`src/eisenstein_integer_alu_defines.svh`:
```
// Assertion macros used by the Eisenstein integer ALU top level.
`ifndef EISENSTEIN_INTEGER_ALU_DEFINES_SVH
`define EISENSTEIN_INTEGER_ALU_DEFINES_SVH

// Same-cycle implication, disabled while reset is asserted.
`define EIA_ASSERT_NOW(label, ck, rn, ante, cons, msg) \
  label: assert property (@(posedge ck) disable iff (!rn) (ante) |-> (cons)) else $error(msg);

// Next-cycle implication, disabled while reset is asserted.
`define EIA_ASSERT_NEXT(label, ck, rn, ante, cons, msg) \
  label: assert property (@(posedge ck) disable iff (!rn) (ante) |=> (cons)) else $error(msg);

`endif

```
`src/eia_pkg.sv`:
```
// Types, constants and the micro-operation table of the Eisenstein integer ALU.
`default_nettype none
package eia_pkg;

  localparam int COMP_W    = 32;
  localparam int NORM_W    = 64;
  localparam int EXP_W     = 6;
  localparam int ACC_W     = 66;
  localparam int DEN_W     = 64;
  localparam int IDX_W     = 3;
  localparam int DIV_CNT_W = 7;

  typedef enum logic [2:0] {
    REQ_ADD, REQ_SUB, REQ_NEG, REQ_MUL, REQ_CONJ, REQ_NORM, REQ_POW, REQ_DIV
  } req_type_t;

  typedef enum logic [1:0] {
    ST_OK, ST_DIV_ZERO, ST_OVERFLOW
  } status_t;

  typedef struct packed {
    req_type_t                req_type;
    logic signed [COMP_W-1:0] x_real;
    logic signed [COMP_W-1:0] x_omega;
    logic signed [COMP_W-1:0] y_real;
    logic signed [COMP_W-1:0] y_omega;
    logic [EXP_W-1:0]         exponent;
  } in_t;

  typedef struct packed {
    logic signed [COMP_W-1:0] res_real;
    logic signed [COMP_W-1:0] res_omega;
    logic signed [COMP_W-1:0] rem_real;
    logic signed [COMP_W-1:0] rem_omega;
    logic [NORM_W-1:0]        norm_value;
    status_t                  status;
  } out_t;

  // Multiplier operand sources.
  typedef enum logic [2:0] {
    OPD_ONE, OPD_A, OPD_B, OPD_C, OPD_D, OPD_P0, OPD_P1
  } opnd_t;

  typedef enum logic [1:0] {
    ACC_LOAD, ACC_LOADNEG, ACC_ADD, ACC_SUB
  } acc_op_t;

  // Where the accumulator is written once an accumulation is complete.
  typedef enum logic [2:0] {
    DST_NONE, DST_NX, DST_NY, DST_R0, DST_R1, DST_R2, DST_R3
  } dst_t;

  // Micro-op sequences.
  typedef enum logic [3:0] {
    G_NORM, G_ADD, G_SUB, G_NEG, G_MUL, G_CONJ, G_PWR, G_NY, G_PA, G_PB, G_REM
  } grp_t;

  typedef enum logic [2:0] {
    S_IDLE, S_ISSUE, S_DRAIN, S_DIV, S_FIN, S_OUT
  } state_t;

  typedef enum logic [1:0] {
    DV_IDLE, DV_RUN, DV_SIGN, DV_ROUND
  } div_state_t;

  typedef struct packed {
    opnd_t   sel_a;
    opnd_t   sel_b;
    acc_op_t acc;
    dst_t    dst;
    logic    last;
  } uop_t;

  // Control that travels with a product through the multiply-accumulate pipe.
  typedef struct packed {
    logic    valid;
    acc_op_t acc;
    dst_t    dst;
  } mac_ctl_t;

  function automatic uop_t mk(opnd_t a, opnd_t b, acc_op_t op, dst_t d, logic l);
    uop_t u;
    u.sel_a = a;
    u.sel_b = b;
    u.acc   = op;
    u.dst   = d;
    u.last  = l;
    return u;
  endfunction

  // Each sequence is a short list of products accumulated into one or two destination registers.
  function automatic uop_t uop_f(grp_t g, logic [IDX_W-1:0] i);
    uop_t u;
    u = mk(OPD_ONE, OPD_ONE, ACC_LOAD, DST_NONE, 1'b1);
    case (g)
      G_NORM: begin
        case (i)
          3'd0:    u = mk(OPD_A, OPD_A, ACC_LOAD, DST_NONE, 1'b0);
          3'd1:    u = mk(OPD_A, OPD_B, ACC_SUB, DST_NONE, 1'b0);
          default: u = mk(OPD_B, OPD_B, ACC_ADD, DST_NX, 1'b1);
        endcase
      end
      G_ADD, G_SUB: begin
        case (i)
          3'd0:    u = mk(OPD_A, OPD_ONE, ACC_LOAD, DST_NONE, 1'b0);
          3'd1:    u = mk(OPD_C, OPD_ONE, (g == G_ADD) ? ACC_ADD : ACC_SUB, DST_R0, 1'b0);
          3'd2:    u = mk(OPD_B, OPD_ONE, ACC_LOAD, DST_NONE, 1'b0);
          default: u = mk(OPD_D, OPD_ONE, (g == G_ADD) ? ACC_ADD : ACC_SUB, DST_R1, 1'b1);
        endcase
      end
      G_NEG: begin
        case (i)
          3'd0:    u = mk(OPD_A, OPD_ONE, ACC_LOADNEG, DST_R0, 1'b0);
          default: u = mk(OPD_B, OPD_ONE, ACC_LOADNEG, DST_R1, 1'b1);
        endcase
      end
      G_MUL: begin
        case (i)
          3'd0:    u = mk(OPD_A, OPD_C, ACC_LOAD, DST_NONE, 1'b0);
          3'd1:    u = mk(OPD_B, OPD_D, ACC_SUB, DST_R0, 1'b0);
          3'd2:    u = mk(OPD_A, OPD_D, ACC_LOAD, DST_NONE, 1'b0);
          3'd3:    u = mk(OPD_B, OPD_C, ACC_ADD, DST_NONE, 1'b0);
          default: u = mk(OPD_B, OPD_D, ACC_SUB, DST_R1, 1'b1);
        endcase
      end
      G_CONJ: begin
        case (i)
          3'd0:    u = mk(OPD_A, OPD_ONE, ACC_LOAD, DST_NONE, 1'b0);
          3'd1:    u = mk(OPD_B, OPD_ONE, ACC_SUB, DST_R0, 1'b0);
          default: u = mk(OPD_B, OPD_ONE, ACC_LOADNEG, DST_R1, 1'b1);
        endcase
      end
      G_PWR: begin
        case (i)
          3'd0:    u = mk(OPD_A, OPD_P0, ACC_LOAD, DST_NONE, 1'b0);
          3'd1:    u = mk(OPD_B, OPD_P1, ACC_SUB, DST_R0, 1'b0);
          3'd2:    u = mk(OPD_A, OPD_P1, ACC_LOAD, DST_NONE, 1'b0);
          3'd3:    u = mk(OPD_B, OPD_P0, ACC_ADD, DST_NONE, 1'b0);
          default: u = mk(OPD_B, OPD_P1, ACC_SUB, DST_R1, 1'b1);
        endcase
      end
      G_NY: begin
        case (i)
          3'd0:    u = mk(OPD_C, OPD_C, ACC_LOAD, DST_NONE, 1'b0);
          3'd1:    u = mk(OPD_C, OPD_D, ACC_SUB, DST_NONE, 1'b0);
          default: u = mk(OPD_D, OPD_D, ACC_ADD, DST_NY, 1'b1);
        endcase
      end
      G_PA: begin
        case (i)
          3'd0:    u = mk(OPD_A, OPD_C, ACC_LOAD, DST_NONE, 1'b0);
          3'd1:    u = mk(OPD_A, OPD_D, ACC_SUB, DST_NONE, 1'b0);
          default: u = mk(OPD_B, OPD_D, ACC_ADD, DST_R0, 1'b1);
        endcase
      end
      G_PB: begin
        case (i)
          3'd0:    u = mk(OPD_B, OPD_C, ACC_LOAD, DST_NONE, 1'b0);
          default: u = mk(OPD_A, OPD_D, ACC_SUB, DST_R1, 1'b1);
        endcase
      end
      G_REM: begin
        case (i)
          3'd0:    u = mk(OPD_A, OPD_ONE, ACC_LOAD, DST_NONE, 1'b0);
          3'd1:    u = mk(OPD_P0, OPD_C, ACC_SUB, DST_NONE, 1'b0);
          3'd2:    u = mk(OPD_P1, OPD_D, ACC_ADD, DST_R2, 1'b0);
          3'd3:    u = mk(OPD_B, OPD_ONE, ACC_LOAD, DST_NONE, 1'b0);
          3'd4:    u = mk(OPD_P0, OPD_D, ACC_SUB, DST_NONE, 1'b0);
          3'd5:    u = mk(OPD_P1, OPD_C, ACC_SUB, DST_NONE, 1'b0);
          default: u = mk(OPD_P1, OPD_D, ACC_ADD, DST_R3, 1'b1);
        endcase
      end
      default: ;
    endcase
    return u;
  endfunction

endpackage
`default_nettype wire

```
`src/eia_mac.sv`:
```
// Shared signed 32x32 multiplier with a registered product and a wide accumulator.
`default_nettype none
module eia_mac (
  input  wire                                clk,
  input  wire                                rst_n,
  input  wire eia_pkg::mac_ctl_t             issue,
  input  wire logic signed [eia_pkg::COMP_W-1:0] opa,
  input  wire logic signed [eia_pkg::COMP_W-1:0] opb,
  output logic signed [eia_pkg::ACC_W-1:0]   acc,
  output eia_pkg::mac_ctl_t                  wb,
  output logic                               busy
);

  localparam int PW = 2 * eia_pkg::COMP_W;
  localparam int AW = eia_pkg::ACC_W;

  logic signed [PW-1:0] prod_r, prod_nxt;
  logic signed [AW-1:0] acc_r, acc_nxt;
  logic signed [AW-1:0] prod_ext;
  eia_pkg::mac_ctl_t    ctl1_r, ctl2_r;

  assign prod_nxt = PW'(opa) * PW'(opb);
  assign prod_ext = AW'(prod_r);

  always_comb begin
    acc_nxt = acc_r;
    if (ctl1_r.valid) begin
      case (ctl1_r.acc)
        eia_pkg::ACC_LOAD:    acc_nxt = prod_ext;
        eia_pkg::ACC_LOADNEG: acc_nxt = -prod_ext;
        eia_pkg::ACC_ADD:     acc_nxt = acc_r + prod_ext;
        eia_pkg::ACC_SUB:     acc_nxt = acc_r - prod_ext;
        default:              acc_nxt = acc_r;
      endcase
    end
  end

  always_ff @(posedge clk) begin
    if (!rst_n) begin
      ctl1_r <= '0;
      ctl2_r <= '0;
    end else begin
      ctl1_r <= issue;
      ctl2_r <= ctl1_r;
    end
    prod_r <= prod_nxt;
    acc_r  <= acc_nxt;
  end

  assign acc  = acc_r;
  assign wb   = ctl2_r;
  assign busy = ctl1_r.valid | ctl2_r.valid;

endmodule
`default_nettype wire

```
`config.mk`:
```
export PLATFORM = sky130hd
export DESIGN_NAME = eia_mac
export DESIGN_NICKNAME = d
export VERILOG_FILES = /design/src/eisenstein_integer_alu_defines.svh /design/src/eia_pkg.sv /design/src/eia_mac.sv
export SDC_FILE = /design/constraint.sdc
export NUM_CORES = 2
export LEC_CHECK = 0
export ABC_CLOCK_PERIOD_IN_PS = 9500
export BUFFER_PORTS_ARGS = -buffer_cell sky130_fd_sc_hd__buf_2
export CORE_MARGIN = 2
export CORE_UTILIZATION = 40
export CTS_CLUSTER_SIZE = 40
export DETAILED_ROUTE_END_ITERATION = 12
export GPL_TIMING_DRIVEN = 0
export PLACE_DENSITY_LB_ADDON = 0.05
export SETUP_SLACK_MARGIN = 0.2
export SLEW_MARGIN = 20
export SYNTH_ARGS = -nofsm -noshare
export SYNTH_HDL_FRONTEND = slang
export SYNTH_SLANG_ARGS = --single-unit
```
`constraint.sdc`:
```
create_clock -name clk -period 9.5 [get_ports clk]
set_input_delay 2.375 -clock clk [delete_from_list [all_inputs] [get_ports clk]]
set_output_delay 2.375 -clock clk [all_outputs]
set_load 0.05 [all_outputs]
```
==> flow_summary.toml <==
[timing]
slew_headroom = 0.331
fin_skew_ns = 0.0237
fmax_mhz = 105
hold_ws_ns = 0.434
hold_viol = 0
finalCritPeriodShare = 1.00
period_minus_slack_ns = 9.53
setup_viol = 2
rsz0062_at_grt = "yes"
fin_ws_ns = -0.0298
worstMarginPinSlew_ns = 1.00
final_max_slew_viol_count = 0

[final_layout]
layout.cells.non_filler = 6877
final_area_mm2 = 0.0542
multi_input_area_mm2 = 0.0386
nets = 6752
ff_latch_area_mm2 = 0.00351
drive_gt1_frac = 0.133
n_fill_cell = 11200
area_growth_pct = 17.5

[die]
dieArea_mm2 = 0.118
design.core.area_mm2 = 0.115
initial_core_util = 0.403
die_height_um = 344
die_w_um = 344
pin_count = 145
rows = 124

[logic_synthesis]
post_synth_instance_area_mm2 = 0.0462
syn_avg_cell_area_um2 = 9.15
synth.most_common_cell = "fa_1"
yosys_register_bits = 142
synth_seq_area_share = 0.0759
synth_top_cells_by_count = "fa_1, inv_1, nand2_1"
syn_nets = 6453
yosys-top-cells-area = "fa_1, inv_1, and2_1"
synth_top_cell_area_share = 0.469
synth_edf_count = 66
synthCells = 5048
yosys.area.top_type = "fa_1"
synthArstFlopShare = 0
yosys_warnings = 0
ys_types = 78
synthFlopType = "dfxtp_1"

[placed_design]
placed_cells = 6705
gp_congestion = 0.976
port_buffers = 144
place_ws_ns = -2.17
placed_area_mm2 = 0.0489
dp_hpwl_um = 150000

[drt]
wl_um = 182000
vias = 36100
first_pass_iters = 8
drc = 0
antenna_left = 0
drt_iter0_drc = 2665
avgViaCountPerCell = 5.25
wl_per_cell_um = 26.4

[worst_setup_path]
start_kind = "input port"
worst-setup-path-type = "input port to flop"
cp-startpoint = "opa[17]"
path_max_fanout = 10
end_kind = "flop"
worstPathArrival_ns = 9.95
cp.required_ns = 9.92
r2r-start = "prod_r[1]"

[cts]
worstSkewPairLatency_ns = 0.50
cts_buffers = 25
clock_sinks = 142
cts.clk_slew.worst_paths_ns = 0.06
htreeDepth = 4
cts_tree = "yes"
root_buffer = "clkbuf_16"
cts_buffer_depth = 3

[worst_hold_path]
hold_class = "flop to flop"
min_from = "ctl1_r[0]"

[run_status]
status = "finished with violations"
violations = "setup timing"

[global_route]
grt_usage = 0.314
grt_pass1_wl_um = 265000
overflow = 0
first_global_vias = 38300
grt_start_max_net_pins = 39
antenna_found_initial = 20

[run]
maxCapViolations = 0
## final timing paths
| kind | cells past startpoint | slack [ns] | endpoint |
|---|---|---|---|
| setup reg to reg | 23 | 1.97 | acc[65] |
| setup / recovery | 28 | -0.03 | prod_r[63] |
| hold / removal | 1 | 0.43 | wb[0] |
| hold reg to reg | 1 | 0.43 | wb[0] |
## cell usage in the layout, fill, tap and decap left out, types with 29 or more instances in the layout
| cell | synthesis | final |
|---|---|---|
| inv_1 | 1022 | 995 |
| and2_1 | 511 | 498 |
| dfxtp_1 | 76 | 75 |
| fa_2 | 0 | 73 |
| ha_1 | 250 | 227 |
| clkbuf_8 | 0 | 65 |
| clkbuf_1 | 249 | 60 |
| clkbuf_16 | 0 | 104 |
| buf_4 | 0 | 126 |
| edfxtp_1 | 66 | 66 |
| nor2_1 | 164 | 163 |
| a21oi_1 | 162 | 149 |
| buf_6 | 1 | 30 |
| buf_2 | 4 | 106 |
| o21ai_0 | 99 | 89 |
| fa_1 | 1083 | 1010 |
| nand2b_1 | 29 | 29 |
| xor2_1 | 116 | 116 |
| xnor2_1 | 137 | 135 |
| a21o_1 | 94 | 94 |
| nand2_1 | 653 | 648 |
## cells by family (layout without fill, tap and decap cells)
| group | Yosys count | in the layout | synth area share |
|---|---|---|---|
| compound gates | 508 | 508 | 0.0704 |
| mux | 8 | 8 | 0.00176 |
| fa+ha+maj | 1333 | 1333 | 0.537 |
| other cells | 0 | 12 | 0 |
| flops | 142 | 142 | 0.0759 |
| simple gates | 1518 | 1518 | 0.162 |
| xor+xnor | 253 | 253 | 0.0480 |
| buf+inv | 1286 | 1591 | 0.105 |
## metal layers
layer	global-route usage	part of all wire
met3	0.0583	0.085
met4	0.101	0.037
met2	0.499	0.45
met5	0	0.00028
met1	0.433	0.43
## registers in the layout, summed over array words and instances (netlist names)
signal / flops
prod_r: 64
ctl1_r: 6
wb: 6
acc: 66
## worst max-delay path, cell delays in order
cell and delay [ns]:
buf_4 0.16, clkbuf_16 0.20, and2_1 0.16, fa_1 0.58, fa_1 0.46, fa_1 0.53, inv_1 0.05, fa_1 0.47
inv_1 0.05, fa_1 0.46, fa_1 0.50, fa_1 0.50, inv_1 0.05, fa_2 0.65, inv_2 0.07, ha_4 0.31
nand4_1 0.17, nor3_2 0.23, and2_4 0.18, a22oi_2 0.05, buf_6 0.14, o31ai_4 0.33, a211o_1 0.25, a41o_1 0.26
a311oi_2 0.13, o31ai_1 0.28, a21oi_1 0.12, xnor2_1 0.20
## repair_timing
| item | 4_1_cts | 5_1_grt |
|---|---|---|
| resized for setup | 761 | 125 |
| cloned | 5 | 0 |
| hold buffers | 0 | 0 |
| pin swaps | 95 | 96 |
| setup endpoints to repair | 37 | 18 |
| buffers inserted | 73 | 49 |
## cell type report
cell class,instances,area share
repair buffers,272,0.0389
well taps,1512,0.0349
clock inverters,5,0.000531
multi-input cells,3620,0.712
inverters,1022,0.0709
diodes,12,0.000554
plain buffers,264,0.0648
clock buffers,28,0.0123
flip-flops and latches,142,0.0647
## through the flow
stage          setup TNS (ns)   util
5_1_grt                 -1.20  0.474
3_5_place_dp           -50.20  0.427
6_report              -0.0424  0.474
4_1_cts               -0.0287  0.467
3_3_place_gp           -52.86  0.427
2_1_floorplan          -0.458      -
Power is not shown: default switching activity piles up to over one toggle a cycle in this logic, so the estimate is an artifact.
