File: src/eisenstein_integer_alu_defines.svh
// Assertion macros used by the Eisenstein integer ALU top level.
`ifndef EISENSTEIN_INTEGER_ALU_DEFINES_SVH
`define EISENSTEIN_INTEGER_ALU_DEFINES_SVH

// Same-cycle implication, disabled while reset is asserted.
`define EIA_ASSERT_NOW(label, ck, rn, ante, cons, msg) \
  label: assert property (@(posedge ck) disable iff (!rn) (ante) |-> (cons)) else $error(msg);

// Next-cycle implication, disabled while reset is asserted.
`define EIA_ASSERT_NEXT(label, ck, rn, ante, cons, msg) \
  label: assert property (@(posedge ck) disable iff (!rn) (ante) |=> (cons)) else $error(msg);

`endif

File: src/eia_pkg.sv
// Types, constants and the micro-operation table of the Eisenstein integer ALU.
`default_nettype none
package eia_pkg;

  localparam int COMP_W    = 32;
  localparam int NORM_W    = 64;
  localparam int EXP_W     = 6;
  localparam int ACC_W     = 66;
  localparam int DEN_W     = 64;
  localparam int IDX_W     = 3;
  localparam int DIV_CNT_W = 7;

  typedef enum logic [2:0] {
    REQ_ADD, REQ_SUB, REQ_NEG, REQ_MUL, REQ_CONJ, REQ_NORM, REQ_POW, REQ_DIV
  } req_type_t;

  typedef enum logic [1:0] {
    ST_OK, ST_DIV_ZERO, ST_OVERFLOW
  } status_t;

  typedef struct packed {
    req_type_t                req_type;
    logic signed [COMP_W-1:0] x_real;
    logic signed [COMP_W-1:0] x_omega;
    logic signed [COMP_W-1:0] y_real;
    logic signed [COMP_W-1:0] y_omega;
    logic [EXP_W-1:0]         exponent;
  } in_t;

  typedef struct packed {
    logic signed [COMP_W-1:0] res_real;
    logic signed [COMP_W-1:0] res_omega;
    logic signed [COMP_W-1:0] rem_real;
    logic signed [COMP_W-1:0] rem_omega;
    logic [NORM_W-1:0]        norm_value;
    status_t                  status;
  } out_t;

  // Multiplier operand sources.
  typedef enum logic [2:0] {
    OPD_ONE, OPD_A, OPD_B, OPD_C, OPD_D, OPD_P0, OPD_P1
  } opnd_t;

  typedef enum logic [1:0] {
    ACC_LOAD, ACC_LOADNEG, ACC_ADD, ACC_SUB
  } acc_op_t;

  // Where the accumulator is written once an accumulation is complete.
  typedef enum logic [2:0] {
    DST_NONE, DST_NX, DST_NY, DST_R0, DST_R1, DST_R2, DST_R3
  } dst_t;

  // Micro-op sequences.
  typedef enum logic [3:0] {
    G_NORM, G_ADD, G_SUB, G_NEG, G_MUL, G_CONJ, G_PWR, G_NY, G_PA, G_PB, G_REM
  } grp_t;

  typedef enum logic [2:0] {
    S_IDLE, S_ISSUE, S_DRAIN, S_DIV, S_FIN, S_OUT
  } state_t;

  typedef enum logic [1:0] {
    DV_IDLE, DV_RUN, DV_SIGN, DV_ROUND
  } div_state_t;

  typedef struct packed {
    opnd_t   sel_a;
    opnd_t   sel_b;
    acc_op_t acc;
    dst_t    dst;
    logic    last;
  } uop_t;

  // Control that travels with a product through the multiply-accumulate pipe.
  typedef struct packed {
    logic    valid;
    acc_op_t acc;
    dst_t    dst;
  } mac_ctl_t;

  function automatic uop_t mk(opnd_t a, opnd_t b, acc_op_t op, dst_t d, logic l);
    uop_t u;
    u.sel_a = a;
    u.sel_b = b;
    u.acc   = op;
    u.dst   = d;
    u.last  = l;
    return u;
  endfunction

  // Each sequence is a short list of products accumulated into one or two destination registers.
  function automatic uop_t uop_f(grp_t g, logic [IDX_W-1:0] i);
    uop_t u;
    u = mk(OPD_ONE, OPD_ONE, ACC_LOAD, DST_NONE, 1'b1);
    case (g)
      G_NORM: begin
        case (i)
          3'd0:    u = mk(OPD_A, OPD_A, ACC_LOAD, DST_NONE, 1'b0);
          3'd1:    u = mk(OPD_A, OPD_B, ACC_SUB, DST_NONE, 1'b0);
          default: u = mk(OPD_B, OPD_B, ACC_ADD, DST_NX, 1'b1);
        endcase
      end
      G_ADD, G_SUB: begin
        case (i)
          3'd0:    u = mk(OPD_A, OPD_ONE, ACC_LOAD, DST_NONE, 1'b0);
          3'd1:    u = mk(OPD_C, OPD_ONE, (g == G_ADD) ? ACC_ADD : ACC_SUB, DST_R0, 1'b0);
          3'd2:    u = mk(OPD_B, OPD_ONE, ACC_LOAD, DST_NONE, 1'b0);
          default: u = mk(OPD_D, OPD_ONE, (g == G_ADD) ? ACC_ADD : ACC_SUB, DST_R1, 1'b1);
        endcase
      end
      G_NEG: begin
        case (i)
          3'd0:    u = mk(OPD_A, OPD_ONE, ACC_LOADNEG, DST_R0, 1'b0);
          default: u = mk(OPD_B, OPD_ONE, ACC_LOADNEG, DST_R1, 1'b1);
        endcase
      end
      G_MUL: begin
        case (i)
          3'd0:    u = mk(OPD_A, OPD_C, ACC_LOAD, DST_NONE, 1'b0);
          3'd1:    u = mk(OPD_B, OPD_D, ACC_SUB, DST_R0, 1'b0);
          3'd2:    u = mk(OPD_A, OPD_D, ACC_LOAD, DST_NONE, 1'b0);
          3'd3:    u = mk(OPD_B, OPD_C, ACC_ADD, DST_NONE, 1'b0);
          default: u = mk(OPD_B, OPD_D, ACC_SUB, DST_R1, 1'b1);
        endcase
      end
      G_CONJ: begin
        case (i)
          3'd0:    u = mk(OPD_A, OPD_ONE, ACC_LOAD, DST_NONE, 1'b0);
          3'd1:    u = mk(OPD_B, OPD_ONE, ACC_SUB, DST_R0, 1'b0);
          default: u = mk(OPD_B, OPD_ONE, ACC_LOADNEG, DST_R1, 1'b1);
        endcase
      end
      G_PWR: begin
        case (i)
          3'd0:    u = mk(OPD_A, OPD_P0, ACC_LOAD, DST_NONE, 1'b0);
          3'd1:    u = mk(OPD_B, OPD_P1, ACC_SUB, DST_R0, 1'b0);
          3'd2:    u = mk(OPD_A, OPD_P1, ACC_LOAD, DST_NONE, 1'b0);
          3'd3:    u = mk(OPD_B, OPD_P0, ACC_ADD, DST_NONE, 1'b0);
          default: u = mk(OPD_B, OPD_P1, ACC_SUB, DST_R1, 1'b1);
        endcase
      end
      G_NY: begin
        case (i)
          3'd0:    u = mk(OPD_C, OPD_C, ACC_LOAD, DST_NONE, 1'b0);
          3'd1:    u = mk(OPD_C, OPD_D, ACC_SUB, DST_NONE, 1'b0);
          default: u = mk(OPD_D, OPD_D, ACC_ADD, DST_NY, 1'b1);
        endcase
      end
      G_PA: begin
        case (i)
          3'd0:    u = mk(OPD_A, OPD_C, ACC_LOAD, DST_NONE, 1'b0);
          3'd1:    u = mk(OPD_A, OPD_D, ACC_SUB, DST_NONE, 1'b0);
          default: u = mk(OPD_B, OPD_D, ACC_ADD, DST_R0, 1'b1);
        endcase
      end
      G_PB: begin
        case (i)
          3'd0:    u = mk(OPD_B, OPD_C, ACC_LOAD, DST_NONE, 1'b0);
          default: u = mk(OPD_A, OPD_D, ACC_SUB, DST_R1, 1'b1);
        endcase
      end
      G_REM: begin
        case (i)
          3'd0:    u = mk(OPD_A, OPD_ONE, ACC_LOAD, DST_NONE, 1'b0);
          3'd1:    u = mk(OPD_P0, OPD_C, ACC_SUB, DST_NONE, 1'b0);
          3'd2:    u = mk(OPD_P1, OPD_D, ACC_ADD, DST_R2, 1'b0);
          3'd3:    u = mk(OPD_B, OPD_ONE, ACC_LOAD, DST_NONE, 1'b0);
          3'd4:    u = mk(OPD_P0, OPD_D, ACC_SUB, DST_NONE, 1'b0);
          3'd5:    u = mk(OPD_P1, OPD_C, ACC_SUB, DST_NONE, 1'b0);
          default: u = mk(OPD_P1, OPD_D, ACC_ADD, DST_R3, 1'b1);
        endcase
      end
      default: ;
    endcase
    return u;
  endfunction

endpackage
`default_nettype wire

File: src/eia_div.sv
// Restoring divider that rounds a signed dividend over an unsigned divisor, tie to lower.
`default_nettype none
module eia_div (
  input  wire                                 clk,
  input  wire                                 rst_n,
  input  wire                                 start,
  input  wire logic signed [eia_pkg::ACC_W-1:0] num,
  input  wire logic [eia_pkg::DEN_W-1:0]      den,
  output logic signed [eia_pkg::ACC_W-1:0]    quo,
  output logic                                done
);

  localparam int AW = eia_pkg::ACC_W;
  localparam int DW = eia_pkg::DEN_W;
  localparam int CW = eia_pkg::DIV_CNT_W;

  eia_pkg::div_state_t st_r, st_nxt;
  logic [AW-1:0] mag_r, mag_nxt;
  logic [DW-1:0] rem_r, rem_nxt;
  logic [DW-1:0] den_r, den_nxt;
  logic [CW-1:0] cnt_r, cnt_nxt;
  logic          neg_r, neg_nxt;
  logic          done_r, done_nxt;
  logic [DW:0]   trial;
  logic [DW:0]   diff;

  assign trial = {rem_r, mag_r[AW-1]};
  assign diff  = trial - {1'b0, den_r};

  always_comb begin
    st_nxt   = st_r;
    mag_nxt  = mag_r;
    rem_nxt  = rem_r;
    den_nxt  = den_r;
    cnt_nxt  = cnt_r;
    neg_nxt  = neg_r;
    done_nxt = 1'b0;
    case (st_r)
      eia_pkg::DV_IDLE: begin
        if (start) begin
          neg_nxt = num[AW-1];
          mag_nxt = num[AW-1] ? AW'(-num) : AW'(num);
          rem_nxt = '0;
          den_nxt = den;
          cnt_nxt = CW'(AW - 1);
          st_nxt  = eia_pkg::DV_RUN;
        end
      end
      eia_pkg::DV_RUN: begin
        // One quotient bit per cycle; dividend bits shift out as quotient bits shift in.
        if (trial >= {1'b0, den_r}) begin
          rem_nxt = diff[DW-1:0];
          mag_nxt = {mag_r[AW-2:0], 1'b1};
        end else begin
          rem_nxt = trial[DW-1:0];
          mag_nxt = {mag_r[AW-2:0], 1'b0};
        end
        if (cnt_r == '0) begin
          st_nxt = eia_pkg::DV_SIGN;
        end else begin
          cnt_nxt = cnt_r - 1'b1;
        end
      end
      eia_pkg::DV_SIGN: begin
        // Floor for a negative dividend: -q - 1 is ~q when a remainder is left.
        if (neg_r) begin
          if (rem_r != '0) begin
            mag_nxt = ~mag_r;
            rem_nxt = den_r - rem_r;
          end else begin
            mag_nxt = -mag_r;
          end
        end
        st_nxt = eia_pkg::DV_ROUND;
      end
      eia_pkg::DV_ROUND: begin
        // Round up only when the remainder is strictly above half the divisor.
        if ({rem_r, 1'b0} > {1'b0, den_r}) begin
          mag_nxt = mag_r + 1'b1;
        end
        done_nxt = 1'b1;
        st_nxt   = eia_pkg::DV_IDLE;
      end
      default: st_nxt = eia_pkg::DV_IDLE;
    endcase
  end

  always_ff @(posedge clk) begin
    if (!rst_n) begin
      st_r   <= eia_pkg::DV_IDLE;
      done_r <= 1'b0;
    end else begin
      st_r   <= st_nxt;
      done_r <= done_nxt;
    end
    mag_r <= mag_nxt;
    rem_r <= rem_nxt;
    den_r <= den_nxt;
    cnt_r <= cnt_nxt;
    neg_r <= neg_nxt;
  end

  assign quo  = signed'(mag_r);
  assign done = done_r;

endmodule
`default_nettype wire
File: config.mk
export PLATFORM = sky130hd
export DESIGN_NAME = eia_div
export DESIGN_NICKNAME = d
export VERILOG_FILES = /design/src/eisenstein_integer_alu_defines.svh /design/src/eia_pkg.sv /design/src/eia_div.sv
export SDC_FILE = /design/constraint.sdc
export NUM_CORES = 1
export LEC_CHECK = 0
export ABC_AREA = 1
export BUFFER_PORTS_ARGS = -buffer_cell sky130_fd_sc_hd__buf_2
export CORE_MARGIN = 3
export CORE_UTILIZATION = 45
export CTS_BUF_LIST = sky130_fd_sc_hd__clkbuf_2 sky130_fd_sc_hd__clkbuf_4 sky130_fd_sc_hd__clkbuf_8
export DETAILED_ROUTE_END_ITERATION = 12
export MAX_ROUTING_LAYER = met4
export SLEW_MARGIN = 20
export SYNTH_ARGS = -nofsm -noshare
export SYNTH_HDL_FRONTEND = slang
export SYNTH_SLANG_ARGS = --single-unit
File: constraint.sdc
create_clock -name clk -period 12.85 [get_ports clk]
set_input_delay 0.6425 -clock clk [delete_from_list [all_inputs] [get_ports clk]]
set_output_delay 0.6425 -clock clk [all_outputs]
set_load 0.01 [all_outputs]
==> impl_metrics.ini <==
[outcome]
status = complete, no violations

[final_layout]
drive_gt1_frac = 0.0710
syn2layout_area_growth_pct = 9.02
nets = 5380

[sta]
worst_pin_slew_ns = 1.10
max_slew_margin = 0.263
maxSlewViolCount = 0
fin_crit_ns = 4.32
rsz0062_at_grt = false
tns_ns = 0
setup_viol = 0
hold_viol_final = 0
max_freq_mhz = 231
finalCritPeriodShare = 0.336
skew_ns = 0.0359

[worst_setup_path]
slowest_delay_ns = 0.57
slowest_stage = buf_4
crit_type = reg2reg
crit_path_max_fanout = 63
critPathCaptureType = register
crit_buf_inv = 3
required_ns = 13.28
crit_arrival_ns = 4.75
path_cells = inv_1 -> ha_1 -> nand2_1 -> nor2_2 -> nand2_2 -> nor2_2 -> nand2_1 -> nand2_1 -> nand2_2 -> buf_4 -> nand3_2 -> buf_4 -> nand2_2 -> nand2_1 -> nand2_1 -> a21oi_1
worst_setup_path_start_kind = register
crit_family = simple AND/OR/NAND/NOR gates
critPathMostFrequentCell = nand2_1

[place]
place.gp.congestion = 1.06
port_buffers = 199
place_hpwl_mm = 114

[synth]
ys_top_cells_by_area = edfxtp_1, nand2_1, inv_1
ys_async_sr_fraction = 0
netlist.area_leader.share = 0.213
synth_edf_count = 202
syn_area_per_cell_um2 = 5.71
syn-instance-count = 4977
ys_types = 49
netlist_top_cells_count = nand2_1, inv_1, nor2_1, nand3_1, a21oi_1
synth_seq_cells = 205
yosysWarnings = 0
synth_area_um2 = 28400
synth_nets = 5250
synth_flop_cell = edfxtp_1
synth_largest_area_cell = edfxtp_1
yosysMostFrequentCell = nand2_1
ys_seq_area_frac = 0.216

[clock_tree]
ctsResizeCount = 0
holdBufCountCts = 0
numClockSinks = 205
cts_buffer_depth = 3
clkTransAtPathRegs_ns = 0.06
numCtsBuffers = 41
clock_latency_ns = 0.63
postCtsSetupRepairBufs = 0
cts_tree = yes
h-tree-depth = 2
clock_tree.root_cell = clkbuf_8

[flow_run]
drv_cap = 0

[drt]
drt_pass1_iterations = 7
drt_iter0_markers = 4105
wire_per_inst_um = 23.2
drt-vias-per-instance = 5.72
finalWirelength_mm = 139
ant_nets = 0
drc_errors = 0
vias = 34200

[grt]
grt_pass1_vias = 32200
grt_start_max_net_pins = 76
grt_usage = 0.416
grt_pass1_wl_mm = 201
grt_overflow_total = 0
antenna_found_initial = 4

[power_and_ir_drop]
power_density_nw_per_um2 = 263
leakage_uw = 0.0146
total_power_uw = 8160
peakVddDrop_v = 0.000161

[die]
rows = 91
start_util = 0.458
fp.dieH_um = 257
core_um2 = 62100
ios = 200
die_x_um = 257
die_area_um2 = 66200

[hold_path]
hp-class = in2reg
## power breakdown
| part | switching [uW] | leakage (uW) | total [uW] | internal [uW] |
|---|---|---|---|---|
| Sequential | 486 | 0.00206 | 1660 | 1170 |
| Clock | 336 | 0.000462 | 778 | 441 |
| Combinational | 4060 | 0.0121 | 5720 | 1650 |
## sequential cells by signal (all words and copies together), names as in the netlist
signal and flops:
st_r 2, done 1, cnt_r 7, neg_r 1, quo 66, rem_r 64, den_r 64
## stage by stage
| step | hold slack (ns) | utilization | worst slack (ns) | cells | cell area [um^2] |
|---|---|---|---|---|---|
| after floorplan | 0.522 | - | 7.72 | 4977 | 28400 |
| after global placement | 0.544 | 0.485 | 8.81 | 5901 | 30100 |
| after detailed placement | 0.541 | 0.485 | 8.69 | 5901 | 30100 |
| after CTS | 0.152 | 0.499 | 8.66 | 5976 | 31000 |
| after global routing | 0.165 | 0.499 | 8.32 | 5980 | 31000 |
| final | 0.190 | 0.499 | 8.53 | 5980 | 31000 |
## area by class of cell
class	count	area, um^2
diodes	4	10.0
clock buffers	53	667
clock inverters	22	233
fillers	6865	31100
inverters	849	3190
multi-input cells	3793	18600
flip-flops and latches	205	6130
well taps	837	1050
repair buffers	217	1130
## cell usage in the layout (no fill, tap or decap), types with 4 or more instances in the layout
master / count
a211oi_1: 4
a21oi_1: 306
a22oi_1: 5
a31oi_1: 12
and2_1: 11
buf_2: 199
buf_4: 18
bufinv_16: 5
clkbuf_4: 10
clkbuf_8: 43
clkinv_1: 11
clkinv_2: 6
diode_2: 4
edfxtp_1: 202
ha_1: 134
inv_1: 835
inv_2: 11
nand2_1: 1572
nand2_2: 9
nand3_1: 439
nand3b_1: 27
nand4_1: 152
nor2_1: 563
nor2_2: 12
nor2_4: 5
nor3_1: 100
nor3b_1: 4
nor4_1: 29
o211ai_1: 54
o21a_1: 4
o21ai_0: 143
o21ai_1: 8
o21bai_1: 18
o221ai_1: 6
or2_2: 33
xnor2_1: 33
xor2_1: 89
## per-layer routing
layer / GRT usage / wire length [um] / vias to the layer above
met1: 0.468 / 51300 / 15500
met3: 0.0597 / 11400 / 432
li1: - / - / 16300
met5: - / 0 / -
met4: 0.297 / 12400 / 0
met2: 0.680 / 63800 / 1937
## worst paths after layout
kind / slack, ns / start / to / cells after the start
worst max register to register: 8.53 / den_r[32]$_DFFE_PP_ / rem_r[63]$_DFFE_PP_ / 16
worst max-delay path: 8.53 / den_r[32]$_DFFE_PP_ / rem_r[63]$_DFFE_PP_ / 16
worst min-delay path: 0.19 / den[61] / den_r[61]$_DFFE_PP_ / 1
worst min register to register: 0.56 / cnt_r[0]$_SDFFCE_PN1P_ / cnt_r[0]$_SDFFCE_PN1P_ / 1
## kinds of logic (layout without fill, tap and decap cells)
family                   Yosys count  count (layout)  share of synthesized area
flip-flops                       205             205                      0.216
other                              0               4                          0
XOR/XNOR                         122             122                     0.0376
AO/OA/AOI/OAI                    569             569                      0.110
adder cells (fa/ha/maj)          140             140                     0.0622
AND/OR/NAND/NOR                 2962            2962                      0.443
buffers and inverters            979            1141                      0.132
No activity file was read; power rests on OpenSTA's default activity.
